===== config.mk =====
export PLATFORM = sky130hd
export DESIGN_NAME = bad_fifo
export DESIGN_NICKNAME = d
export VERILOG_FILES = /design/src/hw/rtl/bad_pkg.sv /design/src/hw/rtl/bad_fifo.sv
export SDC_FILE = /design/constraint.sdc
export NUM_CORES = 1
export LEC_CHECK = 0
export ABC_AREA = 0
export ABC_CLOCK_PERIOD_IN_PS = 6950
export BUFFER_PORTS_ARGS = -buffer_cell sky130_fd_sc_hd__buf_2
export CAP_MARGIN = 10
export CORE_MARGIN = 4
export CORE_UTILIZATION = 64
export CTS_BUF_LIST = sky130_fd_sc_hd__clkbuf_2
export CTS_CLUSTER_DIAMETER = 80
export DETAILED_ROUTE_END_ITERATION = 16
export GPL_TIMING_DRIVEN = 0
export PLACE_DENSITY = 0.85
export SKIP_LAST_GASP = 1
export SLEW_MARGIN = 20
export SYNTH_ARGS = -nofsm -noshare
export SYNTH_HDL_FRONTEND = slang
export SYNTH_SLANG_ARGS = --single-unit

===== constraint.sdc =====
create_clock -name clock -period 6.95 [get_ports clock]
set_clock_uncertainty 0.05 [all_clocks]
set_input_delay 1.39 -clock clock [delete_from_list [all_inputs] [get_ports clock]]
set_output_delay 1.39 -clock clock [all_outputs]
set_load 0.05 [all_outputs]

===== src/hw/rtl/bad_pkg.sv =====
// Shared types and constants for the box-average downscaler.
// No dependencies; used by the queue, front end, back end and top level.
package bad_pkg;

   localparam int CH_W        = 8;
   localparam int NUM_CH      = 4;
   localparam int PIX_W       = CH_W * NUM_CH;
   localparam int COORD_W     = 8;
   localparam int RSP_DATA_W  = PIX_W + 2 * COORD_W;
   localparam int CSR_IDX_W   = 2;
   localparam int CSR_DATA_W  = 13;
   localparam int CFG_SIDE_W  = 13;
   localparam int CFG_MAX_W   = 9;
   localparam int QUO_W       = 8;
   localparam int QUO_IDX_W   = 3;
   localparam int QUEUE_DEPTH = 4;

   localparam logic [CFG_SIDE_W-1:0] RST_SOURCE_SIDE = 13'd1;
   localparam logic [CFG_MAX_W-1:0]  RST_MAX_SIDE    = 9'd256;

   typedef enum logic [CSR_IDX_W-1:0] {
      CSR_SOURCE_WIDTH  = 2'd0,
      CSR_SOURCE_HEIGHT = 2'd1,
      CSR_MAX_SIDE      = 2'd2
   } csr_index_type;

   // per-pixel classification handed from front to back
   typedef struct packed {
      logic band_first;
      logic emit;
      logic frame_done;
   } bad_flags_type;

endpackage


===== src/hw/rtl/bad_fifo.sv =====
// Short word queue between the classifying front end and the accumulator back end.
// Depends on bad_pkg for its depth.
module bad_fifo #(
   parameter int WIDTH = 51
) (
   input  logic             clock,
   input  logic             reset,
   input  logic             push,
   input  logic [WIDTH-1:0] push_data,
   output logic             full,
   input  logic             pop,
   output logic             valid,
   output logic [WIDTH-1:0] pop_data
);

   localparam int DEPTH = bad_pkg::QUEUE_DEPTH;
   localparam int PTR_W = $clog2(DEPTH);
   localparam int CNT_W = $clog2(DEPTH + 1);

   logic [WIDTH-1:0] slot_ff [DEPTH];
   logic [PTR_W-1:0] wr_ff;
   logic [PTR_W-1:0] rd_ff;
   logic [CNT_W-1:0] cnt_ff;
   logic             do_push;
   logic             do_pop;

   assign full     = (cnt_ff == CNT_W'(DEPTH));
   assign valid    = (cnt_ff != '0);
   assign pop_data = slot_ff[rd_ff];
   assign do_push  = push && !full;
   assign do_pop   = pop && valid;

   // store the word
   always_ff @(posedge clock) begin
      if (do_push) begin
         slot_ff[wr_ff] <= push_data;
      end
   end

   // advance pointers and fill level
   always_ff @(posedge clock) begin
      if (reset) begin
         wr_ff  <= '0;
         rd_ff  <= '0;
         cnt_ff <= '0;
      end else begin
         if (do_push) begin
            wr_ff <= wr_ff + 1'b1;
         end
         if (do_pop) begin
            rd_ff <= rd_ff + 1'b1;
         end
         unique case ({do_push, do_pop})
            2'b10:   cnt_ff <= cnt_ff + 1'b1;
            2'b01:   cnt_ff <= cnt_ff - 1'b1;
            default: cnt_ff <= cnt_ff;
         endcase
      end
   end

endmodule


==> run_results.csv <==
group,metric,value,unit
outcome,status,"complete, no violations",
setup_path,cp-end-kind,"primary output",
power_and_ir_drop,p_per_area,388,mW/mm2
power_and_ir_drop,power,3.53,mW
sta,final.period_utilization,52.4,%
min_path,hp-class,"reg -> reg",
floorplan,die_area,0.0142,mm2
setup_path,r2r-start,"cnt_ff[2]",
clocking,worstSkewPairLatency,0.70,ns
layout,drive_gt1_share,49.3,%
clocking,cts_max_level,2,
layout,antenna_cells,0,
drt,dr.pass1.iters,4,
grt,gr-usage-all-layers,20.4,%
layout,areaGrowthSynthToFinish,15.4,%
layout,nNetsFinal,541,
yosys,ys.warnings.count,0,
sta,tightest_slew,0.479,ns
power_and_ir_drop,p_int,2.25,mW
sta,grt_setup_unrepaired,"no",
setup_path,rr_worst_depth,9,
drt,final_antenna_net_count,0,
sta,period_needed,3.64,ns
grt,grt_pass1_vias,4220,
drt,wl_per_cell,20.4,um
sta,setup_slack,3.31,ns
sta,fin_hold_ws,0.478,ns
layout,layout.cells.non_filler,669,
drt,drc_errors,0,
yosys,synth.distinct_cells,23,
yosys,ys_seq_elements,213,
floorplan,core-area,0.0121,mm2
setup_path,critPathLaunchType,"flop",
drt,drt-total-wl,13.6,mm
setup_path,worst-endpoint-required,5.51,ns
placed_design,port_buffers,106,
clocking,cts_num_sinks,213,
yosys,async_reset_ff_share,0,%
drt,vias,3711,
power_and_ir_drop,seqPwrFrac,44.4,%
setup_path,critPathMaxFanout,10,
yosys,ys_seq_area_share,79.9,%
grt,grt_max_degree,35,
sta,max_freq,275,MHz
clocking,clockRootBuffer,"clkbuf_2",
setup_path,arrival,2.20,ns
power_and_ir_drop,switching_power,1.28,mW
floorplan,start_util,65.4,%
setup_path,r2r_slack,4.61,ns
placed_design,gp_congestion,0.772,
clocking,ctsResizeCount,0,
clocking,cts_tree,"yes",
layout,fill_cells,675,
sta,hold_viol_final,0,
yosys,ys.flop_type,"edfxtp_1",
run,max_cap_violations,0,
placed_design,dp_cells,597,
clocking,cts-buffers-inserted,49,
sta,maxSlewHeadroom,67.7,%
yosys,syn_area,0.00789,mm2
sta,tns,0,ns
floorplan,io_pins,108,
sta,slew_violations,0,
grt,antenna_found_initial,0,
yosys,synth_nets,380,
floorplan,fp.dieW,119,um
drt,drt_iter0_drc,243,
clocking,post_cts_buffers,0,
clocking,clockBufferDepth,3,
grt,grt_pass1_wl,22.1,mm
clocking,cts-hold-fix-buffers,0,
yosys,syn_inst,319,
power_and_ir_drop,p_clk_share,20.2,%
floorplan,row_count,40,
yosys,synth_area_per_cell,24.7,um2
power_and_ir_drop,switching_share,36.3,%
drt,post_drt_via_cell_ratio,5.55,
sta,setup_viol,0,
placed_design,hpwl,8.51,mm
power_and_ir_drop,power.leakage,3.19,nW
floorplan,die_h,119,um
clocking,clk_pin_slew,0.10,ns
setup_path,crit_path_end,"pop_data[33]",
power_and_ir_drop,p_comb_share,35.4,%
setup_path,critPathKind,"reg -> out",
power_and_ir_drop,ir_worst_vdd,268,uV
grt,grt_overflow,0,
yosys,synth_edf_count,204,
setup_path,r2r_end,"cnt_ff[2]",
placed_design,preCtsSetupSlack,3.78,ns
metal layers:
metal  share of wire, %  global-route usage [%]  vias to the layer above  routed length (um)
met1                 40                    27.0                     1870                5400
met3                5.7                    5.18                       20                 779
met5                  0                       0                        -                   0
met4                1.5                    7.53                        0                 207
li1                   -                       -                     1681                   -
met2                 53                    33.4                      140                7240
worst min-delay path by stage:
stage / depth (start not counted) / endpoint / from / slack [ns]
2_1_floorplan: 2 / wr_ff[1] / wr_ff[1] / 0.43
3_5_place_dp: 2 / wr_ff[1] / wr_ff[1] / 0.47
5_1_grt: 2 / wr_ff[1] / wr_ff[1] / 0.53
6_report: 2 / wr_ff[1] / wr_ff[1] / 0.48
4_1_cts: 2 / wr_ff[1] / wr_ff[1] / 0.48
3_3_place_gp: 2 / wr_ff[1] / wr_ff[1] / 0.44
per-stage QoR:
stage	cell area (um2)	utilization, %
2_1_floorplan	7890	-
3_3_place_gp	8630	71.6
3_5_place_dp	8720	72.3
4_1_cts	9110	75.5
5_1_grt	9110	75.5
6_report	9110	75.5
area by class of cell:
type                            count  area (um2)  area share (%)
Timing Repair Buffer              110         611            6.70
Sequential cell                   213        6310            69.2
Inverter                            7        26.3           0.288
Buffer                             13         144            1.58
Tap cell                          168         210            2.31
Clock inverter                      2        33.8           0.371
Clock buffer                       70         350            3.85
Multi-Input combinational cell     86        1430            15.7
registers in the layout, summed over array words and instances, names as in the netlist, named ones only:
register	flops
slot_ff	204
cnt_ff	3
rd_ff	2
wr_ff	2
worst max-delay path, stage by stage (launching register included):
cell and delay [ns]:
dfxtp_1 0.31, buf_1 0.27, buf_2 0.35, mux4_2 0.37, buf_2 0.23
synthesized netlist by cell type (2+ instances only):
cell type	instances	area (um2)
a21oi_1	3	15.0
and2_1	4	25.0
buf_1	2	7.51
buf_12	5	100
buf_2	5	25.0
dfxtp_1	9	180
edfxtp_1	204	6130
ha_1	5	62.6
inv_1	7	26.3
mux4_2	50	1130
nand2b_1	2	12.5
nor2_1	7	26.3
o21ai_0	2	10.0
or3_1	3	18.8
xor2_1	3	26.3
cell usage in the layout, fill, tap and decap left out:
master,count
xor2_1,3
buf_2,111
mux4_2,50
xnor2_1,1
bufinv_16,1
or3_1,3
o21ai_0,2
clkinv_1,1
inv_1,7
o31a_1,1
a21oi_1,3
edfxtp_1,204
buf_1,2
clkbuf_2,70
fa_1,1
nor2_1,7
buf_12,9
o311ai_0,1
mux4_1,1
nand2b_1,2
and2_4,4
nor3b_2,1
mux2i_1,1
ha_1,5
buf_6,1
dfxtp_1,9
cell families after synthesis:
family          count (synthesis)  synth area share (%)
fa+ha+maj                       6                  1.05
simple gates                   17                  1.20
flops                         213                  79.9
mux                            52                  14.7
buf+inv                        20                  2.16
compound gates                  7                 0.539
xor+xnor                        4                 0.444
power groups by stage:
stage	logic [mW]	registers (mW)	clock network, mW
floorplan	1.00	1.59	0
CTS	1.27	1.57	0.740
global placement	1.23	1.59	0
detailed placement	1.27	1.60	0
global route	1.32	1.58	0.821
finish	1.25	1.57	0.714
(Power assumes the default switching activity.)
