### src/hw/rtl/bad_pkg.sv
// Shared types and constants for the box-average downscaler.
// No dependencies; used by the queue, front end, back end and top level.
package bad_pkg;

   localparam int CH_W        = 8;
   localparam int NUM_CH      = 4;
   localparam int PIX_W       = CH_W * NUM_CH;
   localparam int COORD_W     = 8;
   localparam int RSP_DATA_W  = PIX_W + 2 * COORD_W;
   localparam int CSR_IDX_W   = 2;
   localparam int CSR_DATA_W  = 13;
   localparam int CFG_SIDE_W  = 13;
   localparam int CFG_MAX_W   = 9;
   localparam int QUO_W       = 8;
   localparam int QUO_IDX_W   = 3;
   localparam int QUEUE_DEPTH = 4;

   localparam logic [CFG_SIDE_W-1:0] RST_SOURCE_SIDE = 13'd1;
   localparam logic [CFG_MAX_W-1:0]  RST_MAX_SIDE    = 9'd256;

   typedef enum logic [CSR_IDX_W-1:0] {
      CSR_SOURCE_WIDTH  = 2'd0,
      CSR_SOURCE_HEIGHT = 2'd1,
      CSR_MAX_SIDE      = 2'd2
   } csr_index_type;

   // per-pixel classification handed from front to back
   typedef struct packed {
      logic band_first;
      logic emit;
      logic frame_done;
   } bad_flags_type;

endpackage

### src/hw/rtl/bad_div.sv
// Restoring divider, one quotient bit per cycle.
// Depends on nothing; used by the front end for size and step set-up.
module bad_div #(
   parameter int DIVD_W = 21,
   parameter int DIVS_W = 13
) (
   input  logic              clock,
   input  logic              reset,
   input  logic              start,
   input  logic [DIVD_W-1:0] dividend,
   input  logic [DIVS_W-1:0] divisor,
   output logic              done,
   output logic [DIVD_W-1:0] quotient,
   output logic [DIVS_W-1:0] remainder
);

   localparam int CNT_W = $clog2(DIVD_W + 1);

   logic              busy_ff;
   logic              done_ff;
   logic [CNT_W-1:0]  cnt_ff;
   logic [DIVD_W-1:0] quo_ff;
   logic [DIVS_W-1:0] rem_ff;
   logic [DIVS_W-1:0] dvs_ff;
   logic [DIVS_W:0]   shifted;
   logic              fits;
   logic [DIVS_W:0]   diff;

   // trial subtract of the shifted partial remainder
   always_comb begin
      shifted = {rem_ff, quo_ff[DIVD_W-1]};
      fits    = (shifted >= {1'b0, dvs_ff});
      diff    = shifted - {1'b0, dvs_ff};
   end

   always_ff @(posedge clock) begin
      if (reset) begin
         busy_ff <= 1'b0;
         done_ff <= 1'b0;
         cnt_ff  <= '0;
      end else begin
         done_ff <= 1'b0;
         if (start && !busy_ff) begin
            busy_ff <= 1'b1;
            cnt_ff  <= CNT_W'(DIVD_W);
            quo_ff  <= dividend;
            rem_ff  <= '0;
            dvs_ff  <= divisor;
         end else if (busy_ff) begin
            rem_ff <= fits ? diff[DIVS_W-1:0] : shifted[DIVS_W-1:0];
            quo_ff <= {quo_ff[DIVD_W-2:0], fits};
            cnt_ff <= cnt_ff - 1'b1;
            if (cnt_ff == CNT_W'(1)) begin
               busy_ff <= 1'b0;
               done_ff <= 1'b1;
            end
         end
      end
   end

   assign done      = done_ff;
   assign quotient  = quo_ff;
   assign remainder = rem_ff;

endmodule

### src/hw/rtl/bad_front.sv
// Front end: configuration, target size set-up and per-pixel box classification.
// Depends on bad_pkg and bad_div.
module bad_front #(
   parameter int MAX_OUT_SIDE    = 256,
   parameter int MAX_SOURCE_SIDE = 4096,
   parameter int SRC_W           = 13,
   parameter int TGT_W           = 9
) (
   input  logic                                clock,
   input  logic                                reset,
   input  logic                                csr_we,
   input  logic [bad_pkg::CSR_IDX_W-1:0]       csr_index,
   input  logic [bad_pkg::CSR_DATA_W-1:0]      csr_wdata,
   input  logic                                req_tvalid,
   output logic                                req_tready,
   input  logic [bad_pkg::PIX_W-1:0]           req_tdata,
   output logic                                q_push,
   input  logic                                q_full,
   output logic [TGT_W-1:0]                    q_col,
   output logic [TGT_W-1:0]                    q_row,
   output bad_pkg::bad_flags_type              q_flags,
   output logic [bad_pkg::PIX_W-1:0]           q_pixel
);

   localparam int PROD_W = SRC_W + TGT_W;

   typedef enum logic [2:0] {
      F_CLAMP, F_SCALE, F_DIV_TW, F_DIV_TH, F_PREP_QX, F_DIV_QX, F_DIV_QY, F_RUN
   } fstate_type;

   fstate_type state_ff;

   logic [bad_pkg::CFG_SIDE_W-1:0] cfg_w_ff;
   logic [bad_pkg::CFG_SIDE_W-1:0] cfg_h_ff;
   logic [bad_pkg::CFG_MAX_W-1:0]  cfg_m_ff;
   logic [SRC_W-1:0] eff_w_ff, eff_h_ff;
   logic [TGT_W-1:0] m_ff, tw_ff, th_ff;
   logic [SRC_W-1:0] qx_ff, qy_ff;
   logic [TGT_W-1:0] rx_ff, ry_ff;
   logic [SRC_W-1:0] src_col_ff, src_row_ff;
   logic [TGT_W-1:0] out_col_ff, out_row_ff;
   logic [SRC_W-1:0] col_end_ff, row_end_ff, row_start_ff;
   logic [TGT_W-1:0] col_rem_ff, row_rem_ff;

   logic              div_clear;
   logic              div_start;
   logic [PROD_W-1:0] div_dividend;
   logic [SRC_W-1:0]  div_divisor;
   logic              div_done;
   logic [PROD_W-1:0] div_quo;
   logic [SRC_W-1:0]  div_rem;

   logic [SRC_W-1:0] big;
   logic             shrink;
   logic [TGT_W-1:0] div_q_min1;
   logic             accept;
   logic [SRC_W-1:0] col_inc, row_inc;
   logic             col_last, row_last, emit;
   logic [TGT_W:0]   col_rsum, row_rsum;
   logic             col_wrap, row_wrap;
   logic             csr_hit;

   function automatic logic [SRC_W-1:0] clamp_side(input logic [bad_pkg::CFG_SIDE_W-1:0] v);
      logic [SRC_W-1:0] r;
      if (v == '0) begin
         r = SRC_W'(1);
      end else if (32'(v) > 32'(MAX_SOURCE_SIDE)) begin
         r = SRC_W'(MAX_SOURCE_SIDE);
      end else begin
         r = SRC_W'(v);
      end
      return r;
   endfunction

   function automatic logic [TGT_W-1:0] clamp_max(input logic [bad_pkg::CFG_MAX_W-1:0] v);
      logic [TGT_W-1:0] r;
      if (v == '0) begin
         r = TGT_W'(1);
      end else if (32'(v) > 32'(MAX_OUT_SIDE)) begin
         r = TGT_W'(MAX_OUT_SIDE);
      end else begin
         r = TGT_W'(v);
      end
      return r;
   endfunction

   // abandon any set-up division in progress when a register is written
   assign div_clear = reset || csr_hit;

   bad_div #(
      .DIVD_W (PROD_W),
      .DIVS_W (SRC_W)
   ) u_div (
      .clock     (clock),
      .reset     (div_clear),
      .start     (div_start),
      .dividend  (div_dividend),
      .divisor   (div_divisor),
      .done      (div_done),
      .quotient  (div_quo),
      .remainder (div_rem)
   );

   // set-up divisions, one after another
   always_comb begin
      big          = (eff_w_ff > eff_h_ff) ? eff_w_ff : eff_h_ff;
      shrink       = (32'(big) > 32'(m_ff));
      div_q_min1   = (div_quo == '0) ? TGT_W'(1) : TGT_W'(div_quo);
      div_start    = 1'b0;
      div_dividend = '0;
      div_divisor  = SRC_W'(1);
      unique case (state_ff)
         F_SCALE: begin
            div_start    = shrink;
            div_dividend = PROD_W'(eff_w_ff) * PROD_W'(m_ff);
            div_divisor  = big;
         end
         F_DIV_TW: begin
            div_start    = div_done;
            div_dividend = PROD_W'(eff_h_ff) * PROD_W'(m_ff);
            div_divisor  = big;
         end
         F_PREP_QX: begin
            div_start    = 1'b1;
            div_dividend = PROD_W'(eff_w_ff);
            div_divisor  = SRC_W'(tw_ff);
         end
         F_DIV_QX: begin
            div_start    = div_done;
            div_dividend = PROD_W'(eff_h_ff);
            div_divisor  = SRC_W'(th_ff);
         end
         default: begin
            div_start = 1'b0;
         end
      endcase
   end

   // classify the incoming pixel against the current box
   always_comb begin
      accept   = req_tvalid && req_tready;
      col_inc  = src_col_ff + 1'b1;
      row_inc  = src_row_ff + 1'b1;
      col_last = (col_inc == col_end_ff);
      row_last = (row_inc == row_end_ff);
      emit     = col_last && row_last;
      col_rsum = {1'b0, col_rem_ff} + {1'b0, rx_ff};
      row_rsum = {1'b0, row_rem_ff} + {1'b0, ry_ff};
      col_wrap = (col_rsum >= {1'b0, tw_ff});
      row_wrap = (row_rsum >= {1'b0, th_ff});
      csr_hit  = csr_we && ((csr_index == bad_pkg::CSR_SOURCE_WIDTH)
                         || (csr_index == bad_pkg::CSR_SOURCE_HEIGHT)
                         || (csr_index == bad_pkg::CSR_MAX_SIDE));
   end

   assign req_tready         = (state_ff == F_RUN) && !q_full;
   assign q_push             = accept;
   assign q_col              = out_col_ff;
   assign q_row              = out_row_ff;
   assign q_pixel            = req_tdata;
   assign q_flags.band_first = (src_row_ff == row_start_ff);
   assign q_flags.emit       = emit;
   assign q_flags.frame_done = emit && (out_col_ff + 1'b1 == tw_ff)
                                    && (out_row_ff + 1'b1 == th_ff);

   // hold configuration, run set-up, advance position counters
   always_ff @(posedge clock) begin
      if (reset) begin
         cfg_w_ff <= bad_pkg::RST_SOURCE_SIDE;
         cfg_h_ff <= bad_pkg::RST_SOURCE_SIDE;
         cfg_m_ff <= bad_pkg::RST_MAX_SIDE;
         state_ff <= F_CLAMP;
      end else if (csr_hit) begin
         unique case (csr_index)
            bad_pkg::CSR_SOURCE_WIDTH:  cfg_w_ff <= csr_wdata;
            bad_pkg::CSR_SOURCE_HEIGHT: cfg_h_ff <= csr_wdata;
            default:                    cfg_m_ff <= bad_pkg::CFG_MAX_W'(csr_wdata);
         endcase
         state_ff <= F_CLAMP;
      end else begin
         unique case (state_ff)
            F_CLAMP: begin
               eff_w_ff <= clamp_side(cfg_w_ff);
               eff_h_ff <= clamp_side(cfg_h_ff);
               m_ff     <= clamp_max(cfg_m_ff);
               state_ff <= F_SCALE;
            end
            F_SCALE: begin
               if (shrink) begin
                  state_ff <= F_DIV_TW;
               end else begin
                  tw_ff    <= TGT_W'(eff_w_ff);
                  th_ff    <= TGT_W'(eff_h_ff);
                  state_ff <= F_PREP_QX;
               end
            end
            F_DIV_TW: begin
               if (div_done) begin
                  tw_ff    <= div_q_min1;
                  state_ff <= F_DIV_TH;
               end
            end
            F_DIV_TH: begin
               if (div_done) begin
                  th_ff    <= div_q_min1;
                  state_ff <= F_PREP_QX;
               end
            end
            F_PREP_QX: begin
               state_ff <= F_DIV_QX;
            end
            F_DIV_QX: begin
               if (div_done) begin
                  qx_ff    <= SRC_W'(div_quo);
                  rx_ff    <= TGT_W'(div_rem);
                  state_ff <= F_DIV_QY;
               end
            end
            F_DIV_QY: begin
               if (div_done) begin
                  qy_ff        <= SRC_W'(div_quo);
                  ry_ff        <= TGT_W'(div_rem);
                  src_col_ff   <= '0;
                  src_row_ff   <= '0;
                  out_col_ff   <= '0;
                  out_row_ff   <= '0;
                  col_end_ff   <= qx_ff;
                  col_rem_ff   <= rx_ff;
                  row_start_ff <= '0;
                  row_end_ff   <= SRC_W'(div_quo);
                  row_rem_ff   <= TGT_W'(div_rem);
                  state_ff     <= F_RUN;
               end
            end
            default: begin
               if (accept) begin
                  if (col_inc >= eff_w_ff) begin
                     // end of source row: restart columns
                     src_col_ff <= '0;
                     out_col_ff <= '0;
                     col_end_ff <= qx_ff;
                     col_rem_ff <= rx_ff;
                     if (row_inc >= eff_h_ff) begin
                        src_row_ff   <= '0;
                        out_row_ff   <= '0;
                        row_start_ff <= '0;
                        row_end_ff   <= qy_ff;
                        row_rem_ff   <= ry_ff;
                     end else begin
                        src_row_ff <= row_inc;
                        if (row_last) begin
                           out_row_ff   <= out_row_ff + 1'b1;
                           row_start_ff <= row_end_ff;
                           if (row_wrap) begin
                              row_end_ff <= row_end_ff + qy_ff + 1'b1;
                              row_rem_ff <= TGT_W'(row_rsum - {1'b0, th_ff});
                           end else begin
                              row_end_ff <= row_end_ff + qy_ff;
                              row_rem_ff <= TGT_W'(row_rsum);
                           end
                        end
                     end
                  end else begin
                     src_col_ff <= col_inc;
                     if (col_last) begin
                        out_col_ff <= out_col_ff + 1'b1;
                        if (col_wrap) begin
                           col_end_ff <= col_end_ff + qx_ff + 1'b1;
                           col_rem_ff <= TGT_W'(col_rsum - {1'b0, tw_ff});
                        end else begin
                           col_end_ff <= col_end_ff + qx_ff;
                           col_rem_ff <= TGT_W'(col_rsum);
                        end
                     end
                  end
               end
            end
         endcase
      end
   end

endmodule

### config.mk
export PLATFORM = sky130hd
export DESIGN_NAME = bad_front
export DESIGN_NICKNAME = d
export VERILOG_FILES = /design/src/hw/rtl/bad_pkg.sv /design/src/hw/rtl/bad_div.sv /design/src/hw/rtl/bad_front.sv
export SDC_FILE = /design/constraint.sdc
export NUM_CORES = 1
export LEC_CHECK = 0
export BUFFER_PORTS_ARGS = -buffer_cell sky130_fd_sc_hd__buf_2
export CAP_MARGIN = 20
export CELL_PAD_IN_SITES_DETAIL_PLACEMENT = 2
export CELL_PAD_IN_SITES_GLOBAL_PLACEMENT = 2
export CORE_MARGIN = 1.5
export CORE_UTILIZATION = 44
export CTS_CLUSTER_SIZE = 20
export DETAILED_ROUTE_END_ITERATION = 8
export GPL_TIMING_DRIVEN = 0
export PLACE_DENSITY_LB_ADDON = 0.1
export SLEW_MARGIN = 20
export SYNTH_ARGS = -nofsm -noshare
export SYNTH_HDL_FRONTEND = slang
export SYNTH_SLANG_ARGS = --single-unit
### constraint.sdc
create_clock -name clock -period 8.95 [get_ports clock]
set_clock_uncertainty 0.2 [all_clocks]
set_input_delay 1.3425 -clock clock [delete_from_list [all_inputs] [get_ports clock]]
set_output_delay 1.3425 -clock clock [all_outputs]
set_load 0.1 [all_outputs]
==> flow_summary.json, run 1 <==
{
  "dieHeight_um": 245.9,
  "crit_buf_inv": 5,
  "drt-pass1-iter-count": 7,
  "drt-vias-per-instance": 5.958,
  "async_flop_share_pct": 0,
  "crit_family": "adder cells",
  "endpoint_kind": "flip-flop",
  "dpl.hpwl_mm": 79.62,
  "syn-cell-area_um2": 25970,
  "path_class": "flip-flop to flip-flop",
  "grt_pass1_wl_mm": 155.0,
  "cts_buffers": 36,
  "synth_common_cells": "inv_1, nand2_1, nor2_1, edfxtp_1, ha_1",
  "syn-num-nets": 3258,
  "ios": 107,
  "rsz0062_at_grt": "no",
  "cts_tree": "yes",
  "worst_pin_slew_ns": 1.117,
  "drive_above_1_share_pct": 7.635,
  "met2_length_mm": 51.13,
  "fill_cells": 6206,
  "portBuffers": 73,
  "fin_area_um2": 28600,
  "cts_htree_levels": 2,
  "fin_ws_ns": 0.8671,
  "holdCritPathClass": "flip-flop to flip-flop",
  "yosysSeqAreaShare_pct": 31.91,
  "tns_ns": 0,
  "peakVddDrop_mv": 0.1348,
  "crit_required_ns": 9.07,
  "fin_hold_ws_ns": 0.2785,
  "n_antenna_cell": 0,
  "period_minus_slack_ns": 8.083,
  "first_iter_violations": 1272,
  "r2r-start": "m_ff[8]",
  "p_leak_uw": 0.01220,
  "relSlewSlack_pct": 25.03,
  "wl_met3_mm": 4.828,
  "path_cells": "clkbuf_1 > clkinv_1 > clkbuf_1 > nor2_1 > fa_1 > fa_1 > fa_1 > inv_1 > fa_1 > inv_1 > ha_1 > nor4_1 > o21ai_0 > nand3b_1 > a21oi_1 > o41ai_1 > xor2_1 > o2bb2ai_1 > mux2_4",
  "num-nets-final": 3377,
  "synth_edf_count": 246,
  "synth_top_cell_by_area": "edfxtp_1",
  "place_area_um2": 27450,
  "min-delay-start": "cfg_h_ff[5]",
  "grt-ovfl-total": 0,
  "cts-root-buf": "clkbuf_16",
  "die-area_um2": 60490,
  "setup_viol": 0,
  "synth.top_cell.area_share_pct": 28.44,
  "post_cts_buffers": 0,
  "hold_viol": 0,
  "min_to": "cfg_h_ff[5]",
  "wirelength_mm": 102.0,
  "crit_slowest_cell": "clkinv_1",
  "antenna_found_initial": 2,
  "track_usage_pct": 34.10,
  "die_w_um": 245.9,
  "synth-seq-cells": 291,
  "worstSetupStartpointType": "flip-flop",
  "maxUsedRoutingLayer": "met5",
  "num_rows": 88,
  "core_area_um2": 58030,
  "synth_cells": 2828,
  "synth.avg_cell_area_um2": 9.183,
  "slew_viol_final": 0,
  "status": "finished, final reports clean",
  "vias": 22271,
  "power_density_nw_per_um2": 162.1,
  "cts-resized-gates": 0,
  "r2r_slack_ns": 0.87,
  "synth_ff_type": "edfxtp_1",
  "post-place-ws_ns": 1.287,
  "arrival_ns": 8.20,
  "detail-route-antenna-nets": 0,
  "clk_pin_slew_ns": 0.06,
  "hold_depth": 2,
  "initial_core_util_pct": 44.76,
  "clock_sinks": 291,
  "clk_latency_ns": 0.58,
  "cp_common_cell": "fa_1",
  "drc_errors": 0,
  "ys.warnings.count": 0,
  "grt_pass1_vias": 25240,
  "place.gp.congestion": 0.9089,
  "fin_crit_sh_pct": 90.31,
  "max_clock_freq_mhz": 123.7,
  "worstReg2RegEnd": "u_div.quotient[19]",
  "clockBufferDepth": 3,
  "cap_violations": 0,
  "cpPeakStageDelay_ns": 0.76,
  "hold_buffers": 0,
  "wl_met1_mm": 40.39,
  "synthTopCellsByArea": "edfxtp_1, fa_1, ha_1, inv_1, nand2_1",
  "yosys.cell_count.top_type": "inv_1",
  "wl_per_cell_um": 27.27,
  "r2r_cells": 19,
  "cp_max_fo": 10,
  "synthToLayoutAreaGrowth_pct": 10.14,
  "grt_start_max_net_pins": 45,
  "synthDistinctLibCells": 78
}
## power breakdown
part / internal [uW] / switching, uW / total (uW) / leakage [uW]
Sequential: 1510 / 48.4 / 1560 / 0.00262
Combinational: 563 / 1040 / 1610 / 0.00902
Clock: 841 / 633 / 1470 / 0.000554
## cell families after synthesis
logic type / synth area share, %
AO/OA/AOI/OAI: 11.39
XOR/XNOR: 6.441
adder cells (fa/ha/maj): 22.92
buffers and inverters: 7.636
flip-flops: 31.91
multiplexers: 3.233
AND/OR/NAND/NOR: 16.46
## metrics by stage
stage / util, % / total power (uW) / std cells
floorplan: - / 2627 / 2828
global placement: 47.04 / 3045 / 3666
detailed placement: 47.31 / 3156 / 3674
CTS: 49.29 / 4640 / 3738
global route: 49.29 / 4853 / 3738
finish: 49.29 / 4635 / 3738
## worst min-delay path: stages, from the launching register on
cell     delay (ns)
dfxtp_1        0.32
nand2_1        0.06
a21oi_1        0.05
## layout by cell type, fill, tap and decap left out, types with 91 or more instances in the layout
cell type	n
xnor2_1	100
nor2_1	266
xor2_1	91
edfxtp_1	246
o21ai_0	129
fa_1	163
a21oi_1	140
ha_1	215
nand2_1	296
inv_1	350
clkbuf_1	107
## area by class of cell
type | instances | area [um2] | share of cell area (%)
buffer | 136 | 654.4 | 2.288
clock buffer | 50 | 994.7 | 3.478
clock inverter | 14 | 150.1 | 0.5249
inverter | 354 | 1329 | 4.645
multi-input combinational | 2047 | 15750 | 55.05
sequential | 291 | 8288 | 28.98
tap | 765 | 957.2 | 3.346
timing repair buffer | 81 | 483.0 | 1.688
## how the worst max path moves through the flow
stage                      from                   to  slack, ns  cells past startpoint
finish                  m_ff[8]   u_div.quotient[19]       0.87                     19
floorplan                q_full             q_row[0]       2.34                      7
global placement    eff_h_ff[3]  u_div.remainder[10]       0.77                     17
detailed placement      m_ff[8]   u_div.quotient[19]       1.29                     19
global route            m_ff[8]   u_div.quotient[19]       0.70                     19
CTS                     m_ff[8]   u_div.quotient[19]       1.09                     19
## routing by layer
layer,vias up,track usage [%]
met2,617,60.69
met1,11536,40.16
met4,2,17.36
met5,-,0
met3,267,4.180
li1,9849,-
## flip-flops by register name, indices dropped and copies added (netlist names), 13 cells and up
register / cells
cfg_h_ff: 13
cfg_w_ff: 13
col_end_ff: 13
eff_h_ff: 13
eff_w_ff: 13
qx_ff: 13
qy_ff: 13
row_end_ff: 13
row_start_ff: 13
src_col_ff: 13
src_row_ff: 13
u_div.dvs_ff: 13
u_div.quotient: 22
u_div.remainder: 13
No activity file was read; power rests on OpenSTA's default activity.
==> inputs of run 2 (changes only) <==
--- a/config.mk
+++ b/config.mk
@@ -10,5 +10,4 @@
 export CELL_PAD_IN_SITES_DETAIL_PLACEMENT = 2
 export CELL_PAD_IN_SITES_GLOBAL_PLACEMENT = 2
-export CORE_MARGIN = 1.5
 export CORE_UTILIZATION = 44
 export CTS_CLUSTER_SIZE = 20
--- a/constraint.sdc
+++ b/constraint.sdc
@@ -3,3 +3,3 @@
 set_input_delay 1.3425 -clock clock [delete_from_list [all_inputs] [get_ports clock]]
 set_output_delay 1.3425 -clock clock [all_outputs]
-set_load 0.1 [all_outputs]
+set_load 0.005 [all_outputs]
==> flow_summary.json, run 2 (synthesis results as in run 1) <==
{
  "status": "finished, final reports clean",
  "grt_pass1_wl_mm": 152.2,
  "clockBufferDepth": 3,
  "wirelength_mm": 100.8,
  "clk_latency_ns": 0.56,
  "path_class": "flip-flop to flip-flop",
  "core_area_um2": 58030,
  "initial_core_util_pct": 44.76,
  "worst_pin_slew_ns": 1.232,
  "switchingPower_uw": 1649,
  "place.gp.congestion": 0.9092,
  "clock_sinks": 291,
  "period_minus_slack_ns": 7.670,
  "slew_viol_final": 0,
  "portBuffers": 73,
  "min-delay-start": "cfg_h_ff[7]",
  "antenna_found_initial": 1,
  "peakVddDrop_mv": 0.1379,
  "largest_reg_flops": 22,
  "worstSetupStartpointType": "flip-flop",
  "r2r-start": "m_ff[8]",
  "internal_power_uw": 2886,
  "power_density_nw_per_um2": 158.6,
  "layout.area.seq_um2": 8288,
  "relSlewSlack_pct": 17.11,
  "dieHeight_um": 244.9,
  "cts-resized-gates": 0,
  "tns_ns": 0,
  "clk_pin_slew_ns": 0.06,
  "layout_common_cells": "inv_1, nand2_1, nor2_1",
  "die_w_um": 244.9,
  "drc_errors": 0,
  "endpoint_kind": "flip-flop",
  "first_iter_violations": 1250,
  "holdCritPathClass": "flip-flop to flip-flop",
  "grt-ovfl-total": 0,
  "combPwrFrac_pct": 33.9,
  "arrival_ns": 7.79,
  "post_cts_buffers": 0,
  "crit_path_start": "m_ff[8]",
  "num_rows": 88,
  "cts-root-buf": "clkbuf_16",
  "fin_crit_sh_pct": 85.70,
  "wl_per_cell_um": 26.97,
  "grt_start_max_net_pins": 36,
  "p_leak_uw": 0.01220,
  "cts_htree_levels": 2,
  "cap_violations": 0,
  "cts_buffers": 36,
  "clock_power_share_pct": 31.8,
  "cp_max_fo": 10,
  "grt_pass1_vias": 24749,
  "swShare_pct": 36.36,
  "setup_viol": 0,
  "cts_tree": "yes",
  "vias": 22226,
  "die-area_um2": 60000,
  "dpl.hpwl_mm": 79.08,
  "max_clock_freq_mhz": 130.4,
  "synthToLayoutAreaGrowth_pct": 10.09,
  "hold_viol": 0,
  "num-nets-final": 3378,
  "crit_required_ns": 9.07,
  "drt-pass1-iter-count": 5,
  "hold_buffers": 0,
  "drt-vias-per-instance": 5.944,
  "mostFrequentLayoutCell": "inv_1",
  "power_frac_seq_pct": 34.3,
  "drive_above_1_share_pct": 7.703,
  "detail-route-antenna-nets": 0,
  "track_usage_pct": 33.87,
  "ios": 107,
  "multi_input_comb_area_um2": 15740,
  "post-route-util_pct": 49.27,
  "fill_cells": 6327,
  "rsz0062_at_grt": "no"
}
run 2: changes by cell type in the layout (fill, tap and decap cells not counted), sizes merged:
cell / change
diode: +1
clkinv: +1
bufinv: -1
clkinvlp: -1
buf: +1
run 2: layer usage:
| metal | routed length, um | track usage [%] |
|---|---|---|
| met1 | 40720 | 40.24 |
| met2 | 51590 | 61.79 |
| met3 | 4269 | 3.871 |
| met4 | 4238 | 13.73 |
| met5 | 12 | 0 |
run 2: power by group through the flow:
stage | combinational (uW) | sequential (uW) | clock (uW)
floorplan | 1020 | 1550 | 0
global placement | 1410 | 1580 | 0
detailed placement | 1510 | 1580 | 0
CTS | 1530 | 1560 | 1460
global route | 1680 | 1560 | 1500
finish | 1540 | 1560 | 1440
run 2: worst paths after layout:
| kind | to | cells after the start | slack [ns] |
|---|---|---|---|
| setup reg to reg | u_div.quotient[18] | 18 | 1.28 |
| setup / recovery | u_div.quotient[18] | 18 | 1.28 |
| hold reg to reg | cfg_h_ff[7] | 2 | 0.29 |
| hold / removal | cfg_h_ff[7] | 2 | 0.29 |
run 2: final cells by class:
class                      instances  area share, %
clock inverter                    13         0.4157
multi-input combinational       2047          55.06
buffer                           136          2.289
inverter                         354          4.647
clock buffer                      50          3.514
tap                              765          3.348
timing repair buffer              82          1.733
sequential                       291          28.99
antenna                            1       0.008752
run 2: critical path, cell delays in order (launching register included):
cell and delay (ns):
edfxtp_1 0.32, clkbuf_1 0.59, clkinv_1 0.77, clkbuf_1 0.58
nor2_1 0.35, fa_1 0.47, fa_1 0.53, fa_1 0.55
inv_1 0.06, fa_1 0.53, inv_1 0.04, ha_1 0.33
o21ai_0 0.33, a221oi_1 0.24, o41ai_1 0.53, o21ba_2 0.20
xor2_1 0.21, o22ai_1 0.23, mux2_4 0.35
run 2: through the flow:
stage	power (uW)	cell area, um2	setup slack (ns)	cells	hold slack, ns
2_1_floorplan	2571	25970	2.848	2828	0.2382
3_3_place_gp	2990	27290	0.7391	3666	0.2630
3_5_place_dp	3094	27460	1.436	3675	0.2851
4_1_cts	4546	28580	1.360	3738	0.2950
5_1_grt	4744	28590	1.026	3738	0.3197
6_report	4535	28590	1.280	3739	0.2854
